[src/rgbctb_pkg.sv]
`timescale 1ns / 1ps
// ----------------------------------------------------------------------------
// rgbctb_pkg
// Shared types and constants for the RGB color transition blend pipeline.
// ----------------------------------------------------------------------------
package rgbctb_pkg;

	// field widths
	localparam int CHAN_W   = 8;
	localparam int NUM_CHAN = 3;
	localparam int STEP_W   = 16;
	localparam int DIFF_W   = STEP_W + 1;
	localparam int SDIFF_W  = CHAN_W + 1;
	localparam int THR_W    = DIFF_W + 2;

	// default dither shift
	localparam int unsigned PWM_SHIFT_DEF = 2;

	// divider split: remainder bits and fade quotient bits per stage
	localparam int DIV_STAGES          = 4;
	localparam int PWM_BITS_PER_STAGE  = STEP_W / DIV_STAGES;
	localparam int FADE_BITS_PER_STAGE = CHAN_W / DIV_STAGES;

	// register stages from request to result
	localparam int PIPE_DEPTH = DIV_STAGES + 2;

	typedef enum logic [1:0] {
		MODE_JUMP    = 2'd0,
		MODE_TRIGGER = 2'd1,
		MODE_PWM     = 2'd2,
		MODE_FADE    = 2'd3
	} mode_t;

	typedef struct packed {
		logic [CHAN_W-1:0] first_red;
		logic [CHAN_W-1:0] first_green;
		logic [CHAN_W-1:0] first_blue;
		logic [CHAN_W-1:0] second_red;
		logic [CHAN_W-1:0] second_green;
		logic [CHAN_W-1:0] second_blue;
		logic [STEP_W-1:0] segment_start;
		logic [STEP_W-1:0] segment_end;
		logic [STEP_W-1:0] current_step;
		logic [1:0]        transition_mode;
	} in_t;

	typedef struct packed {
		logic [CHAN_W-1:0] out_red;
		logic [CHAN_W-1:0] out_green;
		logic [CHAN_W-1:0] out_blue;
	} out_t;

	// payload carried down the divider stages
	typedef struct packed {
		mode_t                             mode;
		logic [NUM_CHAN-1:0][CHAN_W-1:0]   first;
		logic [NUM_CHAN-1:0][CHAN_W-1:0]   second;
		logic signed [DIFF_W-1:0]          dur;
		logic signed [DIFF_W-1:0]          pos;
		logic                              pos_neg;
		logic [STEP_W-1:0]                 pos_mag;
		logic [STEP_W-1:0]                 pwm_div;
		logic                              pwm_div_zero;
		logic [STEP_W-1:0]                 pwm_rem;
		logic [STEP_W-1:0]                 dur_mag;
		logic                              dur_zero;
		logic [NUM_CHAN-1:0][CHAN_W-1:0]   diff_mag;
		logic [NUM_CHAN-1:0]               quo_neg;
		logic [NUM_CHAN-1:0][STEP_W-1:0]   fade_rem;
		logic [NUM_CHAN-1:0][CHAN_W-1:0]   fade_quo;
	} work_t;

endpackage

[src/rgbctb_prep.sv]
`timescale 1ns / 1ps
// ----------------------------------------------------------------------------
// rgbctb_prep
// First stage: segment differences, dither divisor, magnitudes and signs.
// ----------------------------------------------------------------------------
module rgbctb_prep #(
	parameter int unsigned PWM_SHIFT = rgbctb_pkg::PWM_SHIFT_DEF
) (
	input  logic                clk,
	input  logic                arst_n,
	input  logic                req_valid,
	output logic                req_ready,
	input  rgbctb_pkg::in_t     req,
	output logic                valid_s1,
	input  logic                next_ready,
	output rgbctb_pkg::work_t   work_s1
);

	rgbctb_pkg::work_t                    work_c;
	logic signed [rgbctb_pkg::DIFF_W-1:0] dur_c;
	logic signed [rgbctb_pkg::DIFF_W-1:0] pos_c;
	logic signed [rgbctb_pkg::DIFF_W-1:0] pwm_m;
	logic [rgbctb_pkg::DIFF_W-1:0]        pwm_m_abs;
	logic [rgbctb_pkg::DIFF_W-1:0]        pos_abs;
	logic [rgbctb_pkg::DIFF_W-1:0]        dur_abs;
	logic signed [rgbctb_pkg::SDIFF_W-1:0] diff_c [rgbctb_pkg::NUM_CHAN];
	logic [rgbctb_pkg::SDIFF_W-1:0]       diff_abs [rgbctb_pkg::NUM_CHAN];

	assign req_ready = !valid_s1 || next_ready;

	// differences against segment start and the floor-shifted divisor
	always_comb begin
		dur_c     = $signed({1'b0, req.segment_end}) - $signed({1'b0, req.segment_start});
		pos_c     = $signed({1'b0, req.current_step}) - $signed({1'b0, req.segment_start});
		pwm_m     = dur_c >>> PWM_SHIFT;
		pwm_m_abs = pwm_m[rgbctb_pkg::DIFF_W-1] ? rgbctb_pkg::DIFF_W'(-pwm_m) : pwm_m;
		pos_abs   = pos_c[rgbctb_pkg::DIFF_W-1] ? rgbctb_pkg::DIFF_W'(-pos_c) : pos_c;
		dur_abs   = dur_c[rgbctb_pkg::DIFF_W-1] ? rgbctb_pkg::DIFF_W'(-dur_c) : dur_c;
	end

	// per-channel signed difference, second minus first
	always_comb begin
		diff_c[0] = $signed({1'b0, req.second_red})   - $signed({1'b0, req.first_red});
		diff_c[1] = $signed({1'b0, req.second_green}) - $signed({1'b0, req.first_green});
		diff_c[2] = $signed({1'b0, req.second_blue})  - $signed({1'b0, req.first_blue});
		for (int c = 0; c < rgbctb_pkg::NUM_CHAN; c++) begin
			diff_abs[c] = diff_c[c][rgbctb_pkg::SDIFF_W-1] ?
				rgbctb_pkg::SDIFF_W'(-diff_c[c]) : diff_c[c];
		end
	end

	// assemble the stage payload with cleared divider state
	always_comb begin
		work_c           = '0;
		work_c.mode      = rgbctb_pkg::mode_t'(req.transition_mode);
		work_c.first[0]  = req.first_red;
		work_c.first[1]  = req.first_green;
		work_c.first[2]  = req.first_blue;
		work_c.second[0] = req.second_red;
		work_c.second[1] = req.second_green;
		work_c.second[2] = req.second_blue;
		work_c.dur       = dur_c;
		work_c.pos       = pos_c;
		work_c.pos_neg   = pos_c[rgbctb_pkg::DIFF_W-1];
		work_c.pos_mag   = pos_abs[rgbctb_pkg::STEP_W-1:0];
		work_c.pwm_div   = pwm_m_abs[rgbctb_pkg::STEP_W-1:0];
		work_c.pwm_div_zero = (pwm_m == '0);
		work_c.dur_mag   = dur_abs[rgbctb_pkg::STEP_W-1:0];
		work_c.dur_zero  = (dur_c == '0);
		for (int c = 0; c < rgbctb_pkg::NUM_CHAN; c++) begin
			work_c.diff_mag[c] = diff_abs[c][rgbctb_pkg::CHAN_W-1:0];
			work_c.quo_neg[c]  = diff_c[c][rgbctb_pkg::SDIFF_W-1] ^ dur_c[rgbctb_pkg::DIFF_W-1];
		end
	end

	// stage 1 valid
	always_ff @(posedge clk or negedge arst_n) begin
		if (!arst_n) begin
			valid_s1 <= 1'b0;
		end else if (req_ready) begin
			valid_s1 <= req_valid;
		end
	end

	// stage 1 payload
	always_ff @(posedge clk) begin
		if (req_valid && req_ready) begin
			work_s1 <= work_c;
		end
	end

endmodule

[src/rgbctb_div_step.sv]
`timescale 1ns / 1ps
// ----------------------------------------------------------------------------
// rgbctb_div_step
// One slice of the restoring dividers: remainder bits for the dither
// divisor and quotient bits for the three fade channels.
// ----------------------------------------------------------------------------
module rgbctb_div_step #(
	parameter int STAGE = 0
) (
	input  rgbctb_pkg::work_t  in_work,
	output rgbctb_pkg::work_t  out_work
);

	localparam int PWM_TOP  = rgbctb_pkg::STEP_W - 1 - STAGE * rgbctb_pkg::PWM_BITS_PER_STAGE;
	localparam int FADE_TOP = rgbctb_pkg::CHAN_W - 1 - STAGE * rgbctb_pkg::FADE_BITS_PER_STAGE;

	// remainder of |position| by |m|, a few bits per stage
	// quotient of |channel diff| by |duration|, a few bits per stage
	always_comb begin
		logic [rgbctb_pkg::STEP_W:0] t;
		out_work = in_work;
		for (int j = 0; j < rgbctb_pkg::PWM_BITS_PER_STAGE; j++) begin
			t = {out_work.pwm_rem, out_work.pos_mag[PWM_TOP - j]};
			if (t >= {1'b0, out_work.pwm_div}) begin
				out_work.pwm_rem = rgbctb_pkg::STEP_W'(t - {1'b0, out_work.pwm_div});
			end else begin
				out_work.pwm_rem = t[rgbctb_pkg::STEP_W-1:0];
			end
		end
		for (int c = 0; c < rgbctb_pkg::NUM_CHAN; c++) begin
			for (int j = 0; j < rgbctb_pkg::FADE_BITS_PER_STAGE; j++) begin
				t = {out_work.fade_rem[c], out_work.diff_mag[c][FADE_TOP - j]};
				if (t >= {1'b0, out_work.dur_mag}) begin
					out_work.fade_rem[c] = rgbctb_pkg::STEP_W'(t - {1'b0, out_work.dur_mag});
					out_work.fade_quo[c] = {out_work.fade_quo[c][rgbctb_pkg::CHAN_W-2:0], 1'b1};
				end else begin
					out_work.fade_rem[c] = t[rgbctb_pkg::STEP_W-1:0];
					out_work.fade_quo[c] = {out_work.fade_quo[c][rgbctb_pkg::CHAN_W-2:0], 1'b0};
				end
			end
		end
	end

endmodule

[src/rgbctb_finish.sv]
`timescale 1ns / 1ps
// ----------------------------------------------------------------------------
// rgbctb_finish
// Last stage: dither threshold compare, fade multiply-add, mode select
// and the result register.
// ----------------------------------------------------------------------------
module rgbctb_finish #(
	parameter int unsigned PWM_SHIFT = rgbctb_pkg::PWM_SHIFT_DEF
) (
	input  logic                clk,
	input  logic                arst_n,
	input  logic                work_valid,
	output logic                work_ready,
	input  rgbctb_pkg::work_t   work,
	output logic                rsp_valid,
	input  logic                rsp_ready,
	output rgbctb_pkg::out_t    rsp
);

	logic signed [rgbctb_pkg::DIFF_W-1:0] rem_s;
	logic signed [rgbctb_pkg::THR_W-1:0]  thr;
	logic                                 pwm_hit;
	logic [rgbctb_pkg::CHAN_W-1:0]        quo_s [rgbctb_pkg::NUM_CHAN];
	logic [2*rgbctb_pkg::CHAN_W-1:0]      prod [rgbctb_pkg::NUM_CHAN];
	logic [rgbctb_pkg::NUM_CHAN-1:0][rgbctb_pkg::CHAN_W-1:0] fade_c;
	logic [rgbctb_pkg::NUM_CHAN-1:0][rgbctb_pkg::CHAN_W-1:0] color_c;
	logic                                 valid_s6;
	rgbctb_pkg::out_t                     data_s6;

	assign work_ready = !valid_s6 || rsp_ready;
	assign rsp_valid  = valid_s6;
	assign rsp        = data_s6;

	// signed remainder and dither threshold
	always_comb begin
		if (work.pwm_div_zero) begin
			rem_s = '0;
		end else if (work.pos_neg) begin
			rem_s = rgbctb_pkg::DIFF_W'(-$signed({1'b0, work.pwm_rem}));
		end else begin
			rem_s = $signed({1'b0, work.pwm_rem});
		end
		thr     = rgbctb_pkg::THR_W'(work.dur) - (rgbctb_pkg::THR_W'(rem_s) <<< PWM_SHIFT);
		pwm_hit = rgbctb_pkg::THR_W'(work.pos) > thr;
	end

	// fade: first plus signed quotient times position, low byte only
	always_comb begin
		for (int c = 0; c < rgbctb_pkg::NUM_CHAN; c++) begin
			quo_s[c]  = work.quo_neg[c] ? rgbctb_pkg::CHAN_W'(-work.fade_quo[c]) :
				work.fade_quo[c];
			prod[c]   = {{rgbctb_pkg::CHAN_W{1'b0}}, quo_s[c]} *
				{{rgbctb_pkg::CHAN_W{1'b0}}, work.pos[rgbctb_pkg::CHAN_W-1:0]};
			fade_c[c] = rgbctb_pkg::CHAN_W'(work.first[c] + prod[c][rgbctb_pkg::CHAN_W-1:0]);
		end
	end

	// mode select
	always_comb begin
		case (work.mode)
			rgbctb_pkg::MODE_PWM:  color_c = pwm_hit ? work.second : work.first;
			rgbctb_pkg::MODE_FADE: color_c = work.dur_zero ? work.first : fade_c;
			default:               color_c = work.first;
		endcase
	end

	// result valid
	always_ff @(posedge clk or negedge arst_n) begin
		if (!arst_n) begin
			valid_s6 <= 1'b0;
		end else if (work_ready) begin
			valid_s6 <= work_valid;
		end
	end

	// result payload
	always_ff @(posedge clk) begin
		if (work_valid && work_ready) begin
			data_s6.out_red   <= color_c[0];
			data_s6.out_green <= color_c[1];
			data_s6.out_blue  <= color_c[2];
		end
	end

endmodule

[src/rgb_color_transition_blend.sv]
`timescale 1ns / 1ps
// ----------------------------------------------------------------------------
// rgb_color_transition_blend
// Blends two RGB888 colors by position within a segment: jump, trigger,
// dither and linear fade modes.
// ----------------------------------------------------------------------------
//  channel   signals                    payload
//  request   req_valid / req_ready      req (rgbctb_pkg::in_t)
//  result    rsp_valid / rsp_ready      rsp (rgbctb_pkg::out_t)
//
//  Six register stages: setup, four divider stages, then multiply-add and
//  select into the result register. One request per cycle unless the
//  result stalls. The divider depth (16 remainder bits at four per stage)
//  sets the stage count. Reset clears only the stage valid bits. Each stage
//  fills whenever it is empty or its successor moves, so bubbles close up
//  and a stalled result holds without loss while earlier stages keep filling.
// ----------------------------------------------------------------------------
module rgb_color_transition_blend #(
	parameter int unsigned PWM_SHIFT = rgbctb_pkg::PWM_SHIFT_DEF
) (
	input  logic              clk,
	input  logic              arst_n,
	input  logic              req_valid,
	output logic              req_ready,
	input  rgbctb_pkg::in_t   req,
	output logic              rsp_valid,
	input  logic              rsp_ready,
	output rgbctb_pkg::out_t  rsp
);

	logic              valid_s1, valid_s2, valid_s3, valid_s4, valid_s5;
	logic              rdy_s2, rdy_s3, rdy_s4, rdy_s5, rdy_s6;
	rgbctb_pkg::work_t work_s1, work_s2, work_s3, work_s4, work_s5;
	rgbctb_pkg::work_t step1_c, step2_c, step3_c, step4_c;

	// setup stage
	rgbctb_prep #(
		.PWM_SHIFT (PWM_SHIFT)
	) u_prep (
		.clk        (clk),
		.arst_n     (arst_n),
		.req_valid  (req_valid),
		.req_ready  (req_ready),
		.req        (req),
		.valid_s1   (valid_s1),
		.next_ready (rdy_s2),
		.work_s1    (work_s1)
	);

	// divider slices
	rgbctb_div_step #(.STAGE(0)) u_div0 (.in_work(work_s1), .out_work(step1_c));
	rgbctb_div_step #(.STAGE(1)) u_div1 (.in_work(work_s2), .out_work(step2_c));
	rgbctb_div_step #(.STAGE(2)) u_div2 (.in_work(work_s3), .out_work(step3_c));
	rgbctb_div_step #(.STAGE(3)) u_div3 (.in_work(work_s4), .out_work(step4_c));

	// stage ready chain
	assign rdy_s2 = !valid_s2 || rdy_s3;
	assign rdy_s3 = !valid_s3 || rdy_s4;
	assign rdy_s4 = !valid_s4 || rdy_s5;
	assign rdy_s5 = !valid_s5 || rdy_s6;

	// divider stage valid bits
	always_ff @(posedge clk or negedge arst_n) begin
		if (!arst_n) begin
			valid_s2 <= 1'b0;
			valid_s3 <= 1'b0;
			valid_s4 <= 1'b0;
			valid_s5 <= 1'b0;
		end else begin
			if (rdy_s2) valid_s2 <= valid_s1;
			if (rdy_s3) valid_s3 <= valid_s2;
			if (rdy_s4) valid_s4 <= valid_s3;
			if (rdy_s5) valid_s5 <= valid_s4;
		end
	end

	// divider stage payloads
	always_ff @(posedge clk) begin
		if (rdy_s2 && valid_s1) work_s2 <= step1_c;
		if (rdy_s3 && valid_s2) work_s3 <= step2_c;
		if (rdy_s4 && valid_s3) work_s4 <= step3_c;
		if (rdy_s5 && valid_s4) work_s5 <= step4_c;
	end

	// select and result register
	rgbctb_finish #(
		.PWM_SHIFT (PWM_SHIFT)
	) u_finish (
		.clk        (clk),
		.arst_n     (arst_n),
		.work_valid (valid_s5),
		.work_ready (rdy_s6),
		.work       (work_s5),
		.rsp_valid  (rsp_valid),
		.rsp_ready  (rsp_ready),
		.rsp        (rsp)
	);

endmodule

[config.mk]
export PLATFORM = sky130hd
export DESIGN_NAME = rgb_color_transition_blend
export DESIGN_NICKNAME = d
export VERILOG_FILES = /design/src/rgbctb_pkg.sv /design/src/rgbctb_prep.sv /design/src/rgbctb_div_step.sv /design/src/rgbctb_finish.sv /design/src/rgb_color_transition_blend.sv
export SDC_FILE = /design/constraint.sdc
export NUM_CORES = 2
export LEC_CHECK = 0
export BUFFER_PORTS_ARGS = -buffer_cell sky130_fd_sc_hd__clkbuf_2
export CAP_MARGIN = 15
export CORE_MARGIN = 2
export CORE_UTILIZATION = 53
export CTS_CLUSTER_DIAMETER = 30
export DETAILED_ROUTE_END_ITERATION = 12
export GPL_TIMING_DRIVEN = 0
export PLACE_DENSITY = 0.79
export SLEW_MARGIN = 20
export SYNTH_ARGS = -nofsm -noshare
export SYNTH_HDL_FRONTEND = slang
export SYNTH_HIERARCHICAL = 1
export SYNTH_SLANG_ARGS = --single-unit
export TNS_END_PERCENT = 20
[constraint.sdc]
create_clock -name clk -period 22.6 [get_ports clk]
set_clock_uncertainty 0.05 [all_clocks]
set_input_delay 6.78 -clock clk [delete_from_list [all_inputs] [get_ports clk]]
set_output_delay 6.78 -clock clk [all_outputs]
set_load 0.02 [all_outputs]
### Word-level counts from Yosys, hierarchy flattened

Index checks and enable logic that the tools add are counted.

* equal/unequal tests: 2
* bitwise logic cells: 3
* add/subtract/negate cells: 56
* order comparisons: 41
* multiplexer cells: 75
* multiply operators: 3
* reductions and logical operators: 20

Operator list (number)
* $mux 16: 39
* $ge 17x16->1: 36
* $sub 16x16->16: 33
* $ge 1x16->1: 4
* $sub 1x16->16: 4
* $mux 24: 2
* $mux 8: 6
* $neg 8->8: 6
* $pmux 24 s2: 1
* $logic_not 17->1: 2
* $mux 17: 2
* $sub 16x16->17: 2
* $neg 16->16: 2
* $sub 8x8->9: 3
* $add 8x8->8: 3
* $mul 8x8->8: 3
* $mux 1: 24
* $gt 17x19->1: 1
* $sub 17x19->19: 1
* $neg 16->17: 1
* $neg 15->16: 1
* $mux 14: 1
* $logic_and 1x1->1: 6
* $logic_not 1->1: 6
* 3 further kinds: 11

* bits in registers: 976
* output and inout port bits: 26
* word-level logic and storage cells: 324
* input port bits: 102

### Longest topological paths before layout

* depth after elaboration: 8
* gate-level depth with buffers: 50
* gate-level depth less buffers: 44

### Modules after synthesis

The synthesis kept the hierarchy.

Modules (own cells, without submodules)
* rgb_color_transition_blend: cells an instance 1016, seq. area each 30128.9 µm², instances 1, area each 30212.7 µm²
* rgbctb_div_step (u_div3): cells an instance 1418, seq. area each 0.0 µm², instances 1, area each 10730.3 µm²
* rgbctb_div_step (u_div0): cells an instance 1401, seq. area each 0.0 µm², instances 1, area each 10511.3 µm²
* rgbctb_div_step (u_div2): cells an instance 1346, seq. area each 0.0 µm², instances 1, area each 10376.2 µm²
* rgbctb_div_step (u_div1): cells an instance 1327, seq. area each 0.0 µm², instances 1, area each 10108.4 µm²
* rgbctb_prep: cells an instance 836, seq. area each 4769.6 µm², instances 1, area each 9569.2 µm²
* rgbctb_finish: cells an instance 823, seq. area each 745.7 µm², instances 1, area each 6867.8 µm²

### Worst setup path after synthesis

No wires, ideal clock.

* kind: input-to-reg
* start point: input rsp_ready
* end point: register work_s2[0] (netlist bit), enable pin
* arrival time: 25129 ps
* slack: -3823 ps
* library setup time: 1244 ps
* required time: 21306 ps
* buffers on the path: 0
* stages on the path: 3
* cell sequence: nand2b_1 -> and4b_4 -> a21boi_0

* longest elaborated chain between the ends: 6

RTL lines
* from (decl): line rgb_color_transition_blend.sv:27 `input logic rsp_ready,`
* $logic_or 1x1->1: line rgbctb_finish.sv:30 `assign work_ready = !valid_s6 || rsp_ready;`
* $logic_or 1x1->1: line rgb_color_transition_blend.sv:60 `assign rdy_s5 = !valid_s5 || rdy_s6;`
* $logic_or 1x1->1: line rgb_color_transition_blend.sv:59 `assign rdy_s4 = !valid_s4 || rdy_s5;`
* $logic_or 1x1->1: line rgb_color_transition_blend.sv:58 `assign rdy_s3 = !valid_s3 || rdy_s4;`
* $logic_or 1x1->1: line rgb_color_transition_blend.sv:57 `assign rdy_s2 = !valid_s2 || rdy_s3;`
* $logic_and 1x1->1: line rgb_color_transition_blend.sv:79 `if (rdy_s2 && valid_s1) work_s2 <= step1_c;`
* to (signal assigned): line rgb_color_transition_blend.sv:79
* to (decl): line rgb_color_transition_blend.sv:33 `rgbctb_pkg::work_t work_s1, work_s2, work_s3, work_s4, work_s5;`

No other way between the ends.
A chain may end at the register's enable or synchronous reset.

### Worst setup path in the final report

* start point: input rsp_ready
* end point: output req_ready

* longest elaborated chain between the ends: 6

RTL lines
* $logic_or 1x1->1: line rgbctb_finish.sv:30
* named net rdy_s6: line rgb_color_transition_blend.sv:32 `logic rdy_s2, rdy_s3, rdy_s4, rdy_s5, rdy_s6;`
* $logic_or 1x1->1: line rgb_color_transition_blend.sv:60
* $logic_or 1x1->1: line rgb_color_transition_blend.sv:59
* $logic_or 1x1->1: line rgb_color_transition_blend.sv:58
* $logic_or 1x1->1: line rgb_color_transition_blend.sv:57
* named net rdy_s2: line rgb_color_transition_blend.sv:32
* $logic_or 1x1->1: line rgbctb_prep.sv:29 `assign req_ready = !valid_s1 || next_ready;`
* to (decl): line rgb_color_transition_blend.sv:24 `output logic req_ready,`

The timed path passes the listed nets, and every way through them passes these cells.

==> key figures <==
Critical path
  – Worst setup SP type: primary input
  – CP Data Required Time: roughly 16 ns
  – CP Class: in -> out
  – Critical path arrival: 7.94 ns
  – Worst R2R Path Depth: 50
  – CP endpoint kind: output port
  – Crit Path Max Fanout: 5

Timing
  – Unrepaired setup endpoints after global routing: false
  – Setup violators final: 0
  – Max Slew Vio Count: 0
  – Slew headroom: 32.1%
  – Tmin final: ~15 ns
  – Worst-Margin Slew: between 1 and 1.5 ns
  – Final period utilization: 65.3%
  – Worst hold slack: ~0.42 ns
  – Highest clock rate: ~0.068 GHz
  – Final hold violation count: 0

Clock network
  – Clock Tree Buf Depth: 3
  – Clock transition at path regs: 0.05 ns
  – CTS tree: built
  – Hold_buf cts: 0
  – PostCTS Resize Cnt: 0
  – Num CTS Buffers: 173
  – # H-tree levels: 4
  – Skew-Pair Late Insertion Delay: 0.79 ns
  – Post-CTS Setup Inserts: 0
  – Clk root buf: clkbuf_16
  – CTS sink cnt: around 1000

Placement
  – Port Buffers: 127
  – RD Place Congestion: 0.955
  – HPWL after DPL: 152000 um

GRT
  – Largest net degree at the start of global routing: between 60 and 70
  – Initial antenna violation count: 4
  – Grt ovf: 0
  – Vias in the first global route: 57371
  – First-pass GRT wire length: 310000 um
  – GRT Total Usage: roughly a quarter

Die
  – Initial Utilization: 53.4%
  – DIE AREA: roughly 0.15 mm2
  – Die Y: between 300 and 400 um
  – Core Region: roughly 0.15 mm2
  – Die outline width: ~390 um
  – Io pins: 128
  – FP Rows: approximately 140

Route
  – Post-DRT Antenna Nets: 0
  – Post-Route WL: 198000 um
  – Vias/cell: a little under 6
  – DR DRC count: 0
  – Via count: roughly 58000
  – Drt pass-1 iters: 6
  – Number of DRC markers in iteration 0: between 4000 and 5000
  – WL per Instance: between 15 and 20 um

Layout
  – Final #Nets: 8949
  – Multi-input logic area: ~0.042 mm2
  – Sequential cell area: between 0.02 and 0.03 mm2
  – Layout fillers: about 12000
  – Layout Area Growth over Synthesis: 12.6%
  – Fraction of layout cells with a size suffix above 1: between 20% and 30%

Min path
  – Hold depth: 1
  – Worst hold path class: reg -> reg

Outcome
  – Outcome: complete, no violations

Yosys
  – Mapped Cells: approximately 7600
  – Mapped cell area: 0.0789 mm2
  – Avg Inst Size Synth: 10.4 um2
  – YS warnings: 6

Run
  – Maxcap violations: 0
==> sequential cells by signal (all words and copies together), names as in the netlist, 24 cells and up <==
register,count
work_s2,222
work_s3,218
work_s4,214
u_prep/work_s1,158
work_s5,130
u_finish/rsp,24
==> metal layers <==
layer	up-vias	GRT usage, %	part of all wire (%)
li1	27811	-	-
met1	27753	34.0	44
met4	2	11.8	4.6
met3	437	3.03	5.5
met2	1855	42.1	46
met5	-	0	0.0066
==> through the flow <==
step	util [%]	setup TNS, ns	cell area, um2	cells	setup slack [ns]
after floorplan	-	0	79200	7622	4.15
after global placement	55.6	-677.04	82200	9679	-2.39
after detailed placement	56.2	0	83100	9711	7.79
after CTS	60.1	0	88900	10026	7.78
after global routing	60.1	0	88900	10028	7.75
final	60.1	0	88900	10028	7.83
==> critical path, cell delays in order <==
cell	delay (ns)
clkbuf_2	0.08
nand2b_1	0.18
and4b_4	0.41
nand2_1	0.06
nand2b_1	0.23
clkbuf_2	0.20
==> worst paths after layout <==
path	startpoint	slack (ns)	end
min in group asynchronous	arst_n	5.77	u_finish/rsp_valid
setup / recovery	rsp_ready	7.83	req_ready
hold / removal	valid_s3	0.42	valid_s4
hold reg to reg	valid_s3	0.42	valid_s4
max in group asynchronous	arst_n	16.55	u_prep/valid_s1
setup reg to reg	work_s2[134]	9.47	work_s3[127]
==> final cells by class <==
cell class                      count  share of cell area (%)
Multi-Input combinational cell   5329                    47.8
Sequential cell                   972                    32.8
Buffer                            740                    6.06
Clock buffer                      183                    4.94
Tap cell                         1930                    2.72
Inverter                          581                    2.46
Timing Repair Buffer              159                    1.66
Clock inverter                    132                    1.57
Antenna cell                        2                 0.00563
==> cell usage in the layout (no fill, tap or decap), types with 77 or more instances in the layout <==
cell type / count
edfxtp_1: 966
ha_1: 794
buf_4: 623
inv_1: 577
a21oi_1: 467
xnor2_1: 425
nor2_1: 408
nand2_1: 390
mux2_2: 364
o21ai_0: 272
a21o_1: 209
clkbuf_16: 174
xor2_1: 168
clkbuf_2: 129
nor3_1: 122
nand4_1: 119
o21a_1: 97
fa_1: 97
nor2b_1: 96
nand3_1: 92
nand2b_1: 90
o21bai_1: 77
Power is not shown: default switching activity piles up to over one toggle a cycle in this logic, so the estimate is an artifact.
